<file path="src/rtl/core/stfs_pkg.sv">
// Shared types, widths, register indexes and rounding tables of the flux smoother.
// No dependencies; the RTL files refer to it by scoped names, the testbench files import it.
package stfs_pkg;

  localparam int SAMPLE_W   = 16;
  localparam int LIMIT_W    = 17;
  localparam int NB_COUNT   = 8;
  localparam int PART_W     = 18;
  localparam int SUM_W      = 20;
  localparam int NUMER_W    = SUM_W + 1;
  localparam int CNT_W      = 4;
  localparam int RECIP_W    = 21;
  localparam int PROD_W     = NUMER_W + RECIP_W;
  localparam int CFG_IDX_W  = 2;
  localparam int PIPE_DEPTH = 6;
  localparam int PEND_W     = 4;

  localparam int SHIFT_NARROW  = 16;
  localparam int SHIFT_WIDE_T  = 19;
  localparam int SHIFT_WIDE_ST = 21;

  typedef enum logic [CFG_IDX_W-1:0] {
    REG_ST_MODE = 2'd0,
    REG_WIDE    = 2'd1,
    REG_T_LIMIT = 2'd2,
    REG_S_LIMIT = 2'd3
  } cfg_index_t;

  typedef struct packed {
    logic               st_mode;
    logic               wide;
    logic [LIMIT_W-1:0] t_limit;
    logic [LIMIT_W-1:0] s_limit;
  } cfg_t;

  function automatic logic admitted(input logic [SAMPLE_W-1:0] s,
                                    input logic [SAMPLE_W-1:0] c,
                                    input logic [LIMIT_W-1:0] lim);
    logic [SAMPLE_W-1:0] diff;
    diff = (s > c) ? (s - c) : (c - s);
    return !lim[LIMIT_W-1] && (diff <= lim[SAMPLE_W-1:0]);
  endfunction

  function automatic logic [RECIP_W-1:0] recip(input logic [CNT_W-1:0] count,
                                               input logic wide,
                                               input logic st_mode);
    logic [RECIP_W-1:0] m;
    if (!wide) begin
      case (count)
        4'd1:    m = RECIP_W'(32767);
        4'd2:    m = RECIP_W'(16384);
        4'd3:    m = RECIP_W'(10923);
        4'd4:    m = RECIP_W'(8192);
        4'd5:    m = RECIP_W'(6554);
        4'd6:    m = RECIP_W'(5461);
        4'd7:    m = RECIP_W'(4681);
        4'd8:    m = RECIP_W'(4096);
        4'd9:    m = RECIP_W'(3641);
        4'd10:   m = RECIP_W'(3277);
        default: m = RECIP_W'(2979);
      endcase
    end else if (st_mode) begin
      case (count)
        4'd1:    m = RECIP_W'(1048576);
        4'd2:    m = RECIP_W'(524288);
        4'd3:    m = RECIP_W'(349525);
        4'd4:    m = RECIP_W'(262144);
        4'd5:    m = RECIP_W'(209715);
        4'd6:    m = RECIP_W'(174763);
        4'd7:    m = RECIP_W'(149797);
        4'd8:    m = RECIP_W'(131072);
        4'd9:    m = RECIP_W'(116508);
        4'd10:   m = RECIP_W'(104858);
        default: m = RECIP_W'(95325);
      endcase
    end else begin
      case (count)
        4'd1:    m = RECIP_W'(262144);
        4'd2:    m = RECIP_W'(131072);
        default: m = RECIP_W'(87381);
      endcase
    end
    return m;
  endfunction

endpackage

</file>
<file path="src/rtl/core/stfs_scale.sv">
// Reciprocal lookup and multiply that turn a rounded numerator into a scaled mean.
// Depends on stfs_pkg for widths, the configuration struct and the tables.
module stfs_scale (
  input  logic [stfs_pkg::NUMER_W-1:0] numer,
  input  logic [stfs_pkg::CNT_W-1:0]   count,
  input  stfs_pkg::cfg_t               cfg,
  output logic [stfs_pkg::PROD_W-1:0]  product
);

  logic [stfs_pkg::RECIP_W-1:0] m;

  assign m = stfs_pkg::recip(count, cfg.wide, cfg.st_mode);
  assign product = stfs_pkg::PROD_W'(numer) * stfs_pkg::PROD_W'(m);

endmodule

</file>
<file path="src/rtl/core/spatiotemporal_flux_smoother.sv">
// Top level of the spatio-temporal flux smoother: configuration registers and pipeline.
// Depends on stfs_pkg and stfs_scale.
//
// The block takes one word per clock and returns one word per clock while out_ready is
// high. A word passes six register stages on its way to out_pixel: input capture,
// admission compares, partial sums, final sum, multiply and output select. Every stage
// has its own valid bit and advances when it is empty or the stage after it advances,
// so bubbles close up under back pressure and the input stays ready while a finished
// word waits as long as any stage is empty; with all six stages full, in_ready follows
// out_ready. Configuration writes are always taken and should only be issued while no
// word is in flight.
module spatiotemporal_flux_smoother (
  input  logic                            clk,
  input  logic                            rst,
  input  logic                            cfg_valid,
  output logic                            cfg_ready,
  input  logic [stfs_pkg::CFG_IDX_W-1:0]  cfg_index,
  input  logic [stfs_pkg::LIMIT_W-1:0]    cfg_data,
  input  logic                            in_valid,
  output logic                            in_ready,
  input  logic [stfs_pkg::SAMPLE_W-1:0]   prev_pixel,
  input  logic [stfs_pkg::SAMPLE_W-1:0]   curr_pixel,
  input  logic [stfs_pkg::SAMPLE_W-1:0]   next_pixel,
  input  logic [stfs_pkg::SAMPLE_W-1:0]   n_up_left,
  input  logic [stfs_pkg::SAMPLE_W-1:0]   n_up,
  input  logic [stfs_pkg::SAMPLE_W-1:0]   n_up_right,
  input  logic [stfs_pkg::SAMPLE_W-1:0]   n_left,
  input  logic [stfs_pkg::SAMPLE_W-1:0]   n_right,
  input  logic [stfs_pkg::SAMPLE_W-1:0]   n_down_left,
  input  logic [stfs_pkg::SAMPLE_W-1:0]   n_down,
  input  logic [stfs_pkg::SAMPLE_W-1:0]   n_down_right,
  input  logic                            pass_through,
  output logic                            out_valid,
  input  logic                            out_ready,
  output logic [stfs_pkg::SAMPLE_W-1:0]   out_pixel
);

  stfs_pkg::cfg_t cfg;
  logic [stfs_pkg::SAMPLE_W-1:0] smask;

  logic v1, v2, v3, v4, v5, v6;
  logic en1, en2, en3, en4, en5, en6;

  logic [stfs_pkg::SAMPLE_W-1:0] s1_prev, s1_curr, s1_next;
  logic [stfs_pkg::SAMPLE_W-1:0] s1_nb [stfs_pkg::NB_COUNT];
  logic                          s1_pass;

  logic [stfs_pkg::SAMPLE_W-1:0] s2_prev, s2_curr, s2_next;
  logic [stfs_pkg::SAMPLE_W-1:0] s2_nb [stfs_pkg::NB_COUNT];
  logic                          s2_adm_prev, s2_adm_next;
  logic [stfs_pkg::NB_COUNT-1:0] s2_adm_nb;
  logic                          s2_use;

  logic [stfs_pkg::PART_W-1:0]   s3_part_t, s3_part_a, s3_part_b;
  logic [stfs_pkg::CNT_W-1:0]    s3_count;
  logic [stfs_pkg::SAMPLE_W-1:0] s3_curr;
  logic                          s3_use;

  logic [stfs_pkg::NUMER_W-1:0]  s4_numer;
  logic [stfs_pkg::CNT_W-1:0]    s4_count;
  logic [stfs_pkg::SAMPLE_W-1:0] s4_curr;
  logic                          s4_use;

  logic [stfs_pkg::PROD_W-1:0]   s5_prod;
  logic [stfs_pkg::SAMPLE_W-1:0] s5_curr;
  logic                          s5_use;

  logic [stfs_pkg::SAMPLE_W-1:0] s6_pixel;

  logic                          flux;
  logic                          adm_prev, adm_next;
  logic [stfs_pkg::NB_COUNT-1:0] adm_nb;
  logic [stfs_pkg::SAMPLE_W-1:0] g_nb [stfs_pkg::NB_COUNT];
  logic [stfs_pkg::PART_W-1:0]   part_t, part_a, part_b;
  logic [stfs_pkg::CNT_W-1:0]    count;
  logic [stfs_pkg::SUM_W-1:0]    sum;
  logic [stfs_pkg::PROD_W-1:0]   product;
  logic [stfs_pkg::PROD_W-1:0]   shifted;
  logic [stfs_pkg::SAMPLE_W-1:0] mean;

  assign cfg_ready = 1'b1;

  always_ff @(posedge clk) begin
    if (rst) begin
      cfg.st_mode <= 1'b1;
      cfg.wide    <= 1'b0;
      cfg.t_limit <= stfs_pkg::LIMIT_W'(7);
      cfg.s_limit <= stfs_pkg::LIMIT_W'(7);
    end else if (cfg_valid) begin
      unique case (stfs_pkg::cfg_index_t'(cfg_index))
        stfs_pkg::REG_ST_MODE: cfg.st_mode <= cfg_data[0];
        stfs_pkg::REG_WIDE:    cfg.wide    <= cfg_data[0];
        stfs_pkg::REG_T_LIMIT: cfg.t_limit <= cfg_data;
        stfs_pkg::REG_S_LIMIT: cfg.s_limit <= cfg_data;
        default: ;
      endcase
    end
  end

  assign smask = cfg.wide ? {stfs_pkg::SAMPLE_W{1'b1}}
                          : stfs_pkg::SAMPLE_W'(8'hFF);

  assign en6 = !v6 || out_ready;
  assign en5 = !v5 || en6;
  assign en4 = !v4 || en5;
  assign en3 = !v3 || en4;
  assign en2 = !v2 || en3;
  assign en1 = !v1 || en2;
  assign in_ready = en1;

  always_ff @(posedge clk) begin
    if (rst) begin
      v1 <= 1'b0;
      v2 <= 1'b0;
      v3 <= 1'b0;
      v4 <= 1'b0;
      v5 <= 1'b0;
      v6 <= 1'b0;
    end else begin
      if (en1) v1 <= in_valid;
      if (en2) v2 <= v1;
      if (en3) v3 <= v2;
      if (en4) v4 <= v3;
      if (en5) v5 <= v4;
      if (en6) v6 <= v5;
    end
  end

  always_ff @(posedge clk) begin
    if (en1) begin
      s1_prev   <= prev_pixel & smask;
      s1_curr   <= curr_pixel & smask;
      s1_next   <= next_pixel & smask;
      s1_nb[0]  <= n_up_left & smask;
      s1_nb[1]  <= n_up & smask;
      s1_nb[2]  <= n_up_right & smask;
      s1_nb[3]  <= n_left & smask;
      s1_nb[4]  <= n_right & smask;
      s1_nb[5]  <= n_down_left & smask;
      s1_nb[6]  <= n_down & smask;
      s1_nb[7]  <= n_down_right & smask;
      s1_pass   <= pass_through;
    end
  end

  always_comb begin
    flux = ((s1_prev < s1_curr) && (s1_next < s1_curr)) ||
           ((s1_prev > s1_curr) && (s1_next > s1_curr));
    adm_prev = stfs_pkg::admitted(s1_prev, s1_curr, cfg.t_limit);
    adm_next = stfs_pkg::admitted(s1_next, s1_curr, cfg.t_limit);
    for (int i = 0; i < stfs_pkg::NB_COUNT; i++) begin
      adm_nb[i] = cfg.st_mode && stfs_pkg::admitted(s1_nb[i], s1_curr, cfg.s_limit);
    end
  end

  always_ff @(posedge clk) begin
    if (en2) begin
      s2_prev     <= s1_prev;
      s2_curr     <= s1_curr;
      s2_next     <= s1_next;
      s2_nb       <= s1_nb;
      s2_adm_prev <= adm_prev;
      s2_adm_next <= adm_next;
      s2_adm_nb   <= adm_nb;
      s2_use      <= flux && !s1_pass;
    end
  end

  always_comb begin
    for (int i = 0; i < stfs_pkg::NB_COUNT; i++) begin
      g_nb[i] = s2_adm_nb[i] ? s2_nb[i] : '0;
    end
    part_t = stfs_pkg::PART_W'(s2_curr)
           + stfs_pkg::PART_W'(s2_adm_prev ? s2_prev : '0)
           + stfs_pkg::PART_W'(s2_adm_next ? s2_next : '0);
    part_a = stfs_pkg::PART_W'(g_nb[0]) + stfs_pkg::PART_W'(g_nb[1])
           + stfs_pkg::PART_W'(g_nb[2]) + stfs_pkg::PART_W'(g_nb[3]);
    part_b = stfs_pkg::PART_W'(g_nb[4]) + stfs_pkg::PART_W'(g_nb[5])
           + stfs_pkg::PART_W'(g_nb[6]) + stfs_pkg::PART_W'(g_nb[7]);
    count = stfs_pkg::CNT_W'(1) + stfs_pkg::CNT_W'(s2_adm_prev)
          + stfs_pkg::CNT_W'(s2_adm_next);
    for (int i = 0; i < stfs_pkg::NB_COUNT; i++) begin
      count = count + stfs_pkg::CNT_W'(s2_adm_nb[i]);
    end
  end

  always_ff @(posedge clk) begin
    if (en3) begin
      s3_part_t <= part_t;
      s3_part_a <= part_a;
      s3_part_b <= part_b;
      s3_count  <= count;
      s3_curr   <= s2_curr;
      s3_use    <= s2_use;
    end
  end

  assign sum = stfs_pkg::SUM_W'(s3_part_t) + stfs_pkg::SUM_W'(s3_part_a)
             + stfs_pkg::SUM_W'(s3_part_b);

  always_ff @(posedge clk) begin
    if (en4) begin
      s4_numer <= {sum, 1'b0} + stfs_pkg::NUMER_W'(s3_count);
      s4_count <= s3_count;
      s4_curr  <= s3_curr;
      s4_use   <= s3_use;
    end
  end

  stfs_scale u_scale (
    .numer   (s4_numer),
    .count   (s4_count),
    .cfg     (cfg),
    .product (product)
  );

  always_ff @(posedge clk) begin
    if (en5) begin
      s5_prod <= product;
      s5_curr <= s4_curr;
      s5_use  <= s4_use;
    end
  end

  always_comb begin
    if (!cfg.wide) begin
      shifted = s5_prod >> stfs_pkg::SHIFT_NARROW;
    end else if (cfg.st_mode) begin
      shifted = s5_prod >> stfs_pkg::SHIFT_WIDE_ST;
    end else begin
      shifted = s5_prod >> stfs_pkg::SHIFT_WIDE_T;
    end
    mean = shifted[stfs_pkg::SAMPLE_W-1:0] & smask;
  end

  always_ff @(posedge clk) begin
    if (en6) begin
      s6_pixel <= s5_use ? mean : s5_curr;
    end
  end

  assign out_valid = v6;
  assign out_pixel = s6_pixel;

endmodule

</file>
<file path="config.mk">
export PLATFORM = sky130hd
export DESIGN_NAME = spatiotemporal_flux_smoother
export DESIGN_NICKNAME = d
export VERILOG_FILES = /design/src/rtl/core/stfs_pkg.sv /design/src/rtl/core/stfs_scale.sv /design/src/rtl/core/spatiotemporal_flux_smoother.sv
export SDC_FILE = /design/constraint.sdc
export NUM_CORES = 2
export LEC_CHECK = 0
export BUFFER_PORTS_ARGS = -buffer_cell sky130_fd_sc_hd__buf_2
export CELL_PAD_IN_SITES_DETAIL_PLACEMENT = 0
export CELL_PAD_IN_SITES_GLOBAL_PLACEMENT = 2
export CORE_MARGIN = 5
export CORE_UTILIZATION = 40
export DETAILED_ROUTE_END_ITERATION = 12
export GPL_TIMING_DRIVEN = 0
export PLACE_DENSITY = 0.86
export SLEW_MARGIN = 20
export SYNTH_ARGS = -nofsm -noshare
export SYNTH_HDL_FRONTEND = slang
export SYNTH_SLANG_ARGS = --single-unit
</file>
<file path="constraint.sdc">
create_clock -name clk -period 12.56 [get_ports clk]
set_input_delay 0.628 -clock clk [delete_from_list [all_inputs] [get_ports clk]]
set_output_delay 0.628 -clock clk [all_outputs]
set_load 0.005 [all_outputs]
</file>
[After elaboration in Yosys (flattened, before gate mapping)]
Memories as Yosys holds them, arrays and structs flattened. A register that Yosys moved wholly into a read port is not among the register bits.
Index checks and enable logic that the tools add are counted.
Storage, ports and cells
  memories kept: 2
  register bits after elaboration: 593
  logic and storage cells: 205
  output and inout bits: 19
  bits of input ports: 201
  memory bits (read-only): 576
Memory list
  (no name shown): words 16, bits a word 21, rd ports 1, clocked after memory_dff 1, wr ports 0, RTL line stfs_pkg.sv:63  | case (count)
  (no name shown): words 16, bits a word 15, rd ports 1, clocked after memory_dff 1, wr ports 0, RTL line stfs_pkg.sv:49  | case (count)
Cells by class
  multiply operators: 1
  magnitude comparators: 22
  reduce and logical (&&, ||, !) cells: 42
  bitwise logic cells: 12
  muxes and demuxes: 29
  eq/ne operators: 5
  $add $sub $neg: 41
Operators with widths (count)
  16-bit 2-to-1 mux: 24
  16-bit subtractor: 20
  16-bit bitwise AND: 12
  16-bit greater-than comparator: 10
  16-bit less-or-equal comparator: 10
  17-bit by 16-bit adder with 18-bit output: 3
  16-bit by 16-bit adder with 17-bit output: 3
  21-bit 2-to-1 mux: 2
  19-bit case mux with 2 select lines: 1
  21-bit by 21-bit multiplier with 37-bit output: 1
  18-bit by 16-bit adder with 18-bit output: 2
  16-bit less-than comparator: 2
  4-bit by 1-bit adder with 4-bit output: 7
  21-bit by 4-bit adder with 21-bit output: 1
  1-bit logical AND: 21
  19-bit by 18-bit adder with 20-bit output: 1
  18-bit by 18-bit adder with 19-bit output: 1
  1-bit logical NOT: 9
  4-bit 2-to-1 mux: 2
  2-bit AND reduction: 4
  1-bit logical OR: 7
  3-bit by 1-bit adder with 4-bit output: 1
  2-bit equality test (second input constant): 2
  4-bit by 1-bit equality test with 1-bit output (second input constant): 1
  5 further kinds: 5

[Logic depth before layout (Yosys ltp)]
  depth after elaboration: 10
  depth in mapped cells: 32
  gate-level depth less buffers: 30

[Hierarchy]
Synthesis repeated with hierarchy kept, for this count alone.
Unflattened totals
  cells, all modules: 5940
  area, all modules: 58148.3 um^2
By module, submodules not included
  spatiotemporal_flux_smoother: times used 1, area an instance 42782.3 um^2, sequential area each 16876.2 um^2, cells an instance 4095
  stfs_scale: times used 1, area an instance 15366.0 um^2, sequential area each 0.0 um^2, cells an instance 1845

[Least setup slack after synthesis]
OpenSTA, ideal clock, no wires.
  path type: in2reg
  start: input port out_ready
  end: register s1_curr[0] in the netlist's numbering, enable pin
  buffers on the path: 1
  library setup time: 2258 ps
  data required time: 10302 ps
  setup slack: 4138 ps
  data arrival time: 6163 ps
  stages on the path: 4
  path through: nor2b_1 > and3_1 > clkbuf_1 > nand4_1
On the way
  longest elaborated chain between the ends: 6
Ends and longest elaborated chain
  start: declaration: RTL line spatiotemporal_flux_smoother.sv:34  | input logic out_ready,
  1-bit logical OR: RTL line spatiotemporal_flux_smoother.sv:103  | assign en6 = !v6 || out_ready;
  1-bit logical OR: RTL line spatiotemporal_flux_smoother.sv:104  | assign en5 = !v5 || en6;
  1-bit logical OR: RTL line spatiotemporal_flux_smoother.sv:105  | assign en4 = !v4 || en5;
  1-bit logical OR: RTL line spatiotemporal_flux_smoother.sv:106  | assign en3 = !v3 || en4;
  1-bit logical OR: RTL line spatiotemporal_flux_smoother.sv:107  | assign en2 = !v2 || en3;
  1-bit logical OR: RTL line spatiotemporal_flux_smoother.sv:108  | assign en1 = !v1 || en2;
  net in_ready: RTL line spatiotemporal_flux_smoother.sv:20  | output logic in_ready,
  end signal: assignment: RTL line spatiotemporal_flux_smoother.sv:132  | s1_curr <= curr_pixel & smask;
  end: declaration: RTL line spatiotemporal_flux_smoother.sv:44  | logic [stfs_pkg::SAMPLE_W-1:0] s1_prev, s1_curr, s1_next;
The timed path passes the listed nets, and every way through them passes these cells.
A chain may end at the register's enable or synchronous reset.

[Worst setup path in the final report]
  start: register, netlist name cfg[34]
  end: register s5_prod[36] in the netlist's numbering, data pin
On the way
  longest elaborated chain between the ends: 2
Ends and longest elaborated chain
  21-bit 2-to-1 mux: RTL line stfs_pkg.sv:48  | if (!wide) begin
  21-bit by 21-bit multiplier with 37-bit output: RTL line stfs_scale.sv:13  | assign product = stfs_pkg::PROD_W'(numer) * stfs_pkg::PROD_W'(m);
  net product (one bit): RTL line spatiotemporal_flux_smoother.sv:77  | logic [stfs_pkg::PROD_W-1:0] product;
  end signal: assignment: RTL line spatiotemporal_flux_smoother.sv:219  | s5_prod <= product;
  end: declaration: RTL line spatiotemporal_flux_smoother.sv:64  | logic [stfs_pkg::PROD_W-1:0] s5_prod;
The timed path passes the listed nets, and every way through them passes these cells.

==> flow_metrics.tcl <==
set metrics [dict create \
    status "complete, no violations" \
    final_core_util 0.4514 \
    syn_area_sq_um 57310 \
    cap_violations 0 \
    hp-start "n_left[6]" \
    drive_above_1_share 0.07964 \
    layout.nets 7473 \
    dp.cells 7946 \
    grt_pass1_vias 43540 \
    drtPass1Iterations 6 \
    worst_path_most_repeated_cell "fa_1" \
    start_kind "flop" \
    hold_viol 0 \
    cp_slowest_cell "nor4_1" \
    core-area_sq_um 141900 \
    tightest_slew_ps 1232 \
    clockBufferDepth 3 \
    skew_ps 54.86 \
    grt_pass1_wl_mm 278.7 \
    die_h_um 388.5 \
    yosysSeqAreaShare 0.3063 \
    clk_pin_slew_ps 60 \
    max_freq_mhz 103.5 \
    place_congestion 0.9127 \
    r2r-start "cfg[34]" \
    crit_start "cfg[34]" \
    cp_max_fo 10 \
    overflow 0 \
    drtAntennaViolNets 0 \
    setup_ws_ps 2898 \
    ys_ff_latch 610 \
    cts_root_buf "clkbuf_16" \
    max_stage_delay_ps 740 \
    fin_cells 8081 \
    report.final.slew_viol_count 0 \
    wl_per_cell_um 23.30 \
    fillers 13760 \
    min_period_ps 9662 \
    ios 220 \
    cts_tree "built" \
    cts_resized 0 \
    post-place-ws_ps 2971 \
    mostFrequentLayoutCells "inv_1 (812), ha_1 (665), nand2_1 (614)" \
    rows 138 \
    grt_usage 0.2461 \
    die_w_um 388.5 \
    netlist_instances 5792 \
    synth_edf_count 534 \
    synth_ff_type "edfxtp_1" \
    yosys_warnings 0 \
    numCtsBuffers 73 \
    multi_input_area_sq_um 35860 \
    wirelength_mm 188.3 \
    maxSlewHeadroom 0.1777 \
    initial_core_util 0.4038 \
    grt_max_degree 61 \
    clk_latency_ps 710 \
    antenna_found_initial 5 \
    hpwl_mm 150.1 \
    cts_setup_buffers 0 \
    ys_types 86 \
    finalCritPeriodShare 0.7692 \
    cp-end-kind "flop" \
    syn_to_final_growth_pct 11.78 \
    crit_type "reg -> reg" \
    min_path_type "in -> reg" \
    setup_tns_ps 0 \
    synth-async-reset-ratio 0 \
    dieArea_sq_um 150900 \
    seq_area_sq_um 17560 \
    routed_via_density 5.355 \
    critPathRequiredTime_ps 13030 \
    crit_arrival_ps 10130 \
    avgSynthCellArea_sq_um 9.895 \
    setup_viol 0 \
    num_vias 43270 \
    drc 0 \
    cts.sinks 610 \
    layout_commonest_cell "inv_1" \
    syn_nets 7134 \
    dr.first_iter.drc_count 3563 \
    h-tree-depth 3 \
    hold_buffers 0 \
    rsz0062_at_grt "no" \
    portBuffers 217 \
]
[Yosys cell counts (10+ instances only)]
cell,count,area share
a21o_1,220,0.029
buf_2,24,0.0021
edfxtp_1,534,0.28
o31ai_1,13,0.0017
xnor2_1,158,0.024
a2111oi_0,10,0.0015
mux2_2,31,0.0061
nor3_1,61,0.0053
a31oi_1,36,0.0039
a21oi_1,338,0.030
a221oi_1,14,0.0021
or3_1,20,0.0022
a211oi_1,24,0.0031
nand4_1,66,0.0072
fa_1,476,0.17
o21a_1,55,0.0072
xor2_1,70,0.011
inv_1,823,0.054
o211ai_1,12,0.0016
o22ai_1,15,0.0016
dfxtp_1,76,0.027
and2_1,344,0.038
a221o_1,12,0.0021
clkbuf_1,171,0.011
o21ai_0,179,0.016
nor2_1,198,0.013
ha_1,665,0.15
a22o_1,11,0.0017
and3_1,29,0.0032
nand3_1,82,0.0072
nand2_1,616,0.040
mux2i_1,84,0.015
a21boi_0,21,0.0028
nand3b_1,14,0.0018
or2_2,14,0.0015
nor2b_1,57,0.0062
nand2b_1,36,0.0039
o21bai_1,44,0.0058
a211o_1,15,0.0023
[metal layers]
metal,vias up,global-route usage,share of wire
met3,311,0.02726,0.056
met2,1419,0.4047,0.47
met5,-,0,0.000069
met4,2,0.09301,0.042
li1,20210,-,-
met1,21330,0.3355,0.44
[state kept, by name (all words and copies together), names as in the netlist, 4 cells and up, named ones only]
name / cells
s3_count: 4
s1_next: 16
s2_next: 16
s3_part_t: 18
s1_nb: 128
s3_part_b: 18
cfg: 36
s4_numer: 21
s2_nb: 128
s5_prod: 21
s1_curr: 16
s3_curr: 16
out_pixel: 16
s5_curr: 16
s2_prev: 16
s4_curr: 16
s2_curr: 16
s2_adm_nb: 8
s3_part_a: 18
s1_prev: 16
[area by class of cell]
class,instances,share of cell area
antenna,1,0.00003906
buffer,209,0.01299
clock buffer,84,0.02916
clock inverter,50,0.01004
inverter,824,0.04828
multi-input combinational,4149,0.5598
sequential,610,0.2741
tap,1890,0.03691
timing repair buffer,264,0.02871
[through the flow]
step                hold slack [ps]  cell area [sq um]
floorplan                     400.3              57310
global placement              401.1              60760
finish                        95.55              64060
CTS                           32.41              64060
detailed placement            404.5              61550
global route                  68.03              64060
[worst paths after layout]
check	to	depth (start not counted)	slack, ps
setup / recovery	s5_prod[36]	29	2900
hold / removal	s1_nb[70]	1	100
setup reg to reg	s5_prod[36]	29	2900
hold reg to reg	s5_curr[3]	0	390
[logic make-up (layout without fill, tap and decap cells)]
logic type / after synthesis / after routing / synth area share
xor+xnor: 228 / 228 / 0.03484
fa+ha+maj: 1141 / 1141 / 0.3115
buf+inv: 1033 / 1431 / 0.06842
simple gates: 1565 / 1565 / 0.1335
compound gates: 1098 / 1098 / 0.1243
flops: 610 / 610 / 0.3063
other cells: 1 / 2 / 0.00006543
mux: 116 / 116 / 0.02102
[critical path, delay by kind of cell, from the launching register on]
family | cells | cell delay (ps)
simple gates | 2 | 900
flops | 1 | 410
xor+xnor | 1 | 340
buf+inv | 7 | 1350
compound gates | 11 | 2540
fa+ha+maj | 8 | 3880
Power is not shown: default switching activity piles up to over one toggle a cycle in this logic, so the estimate is an artifact.
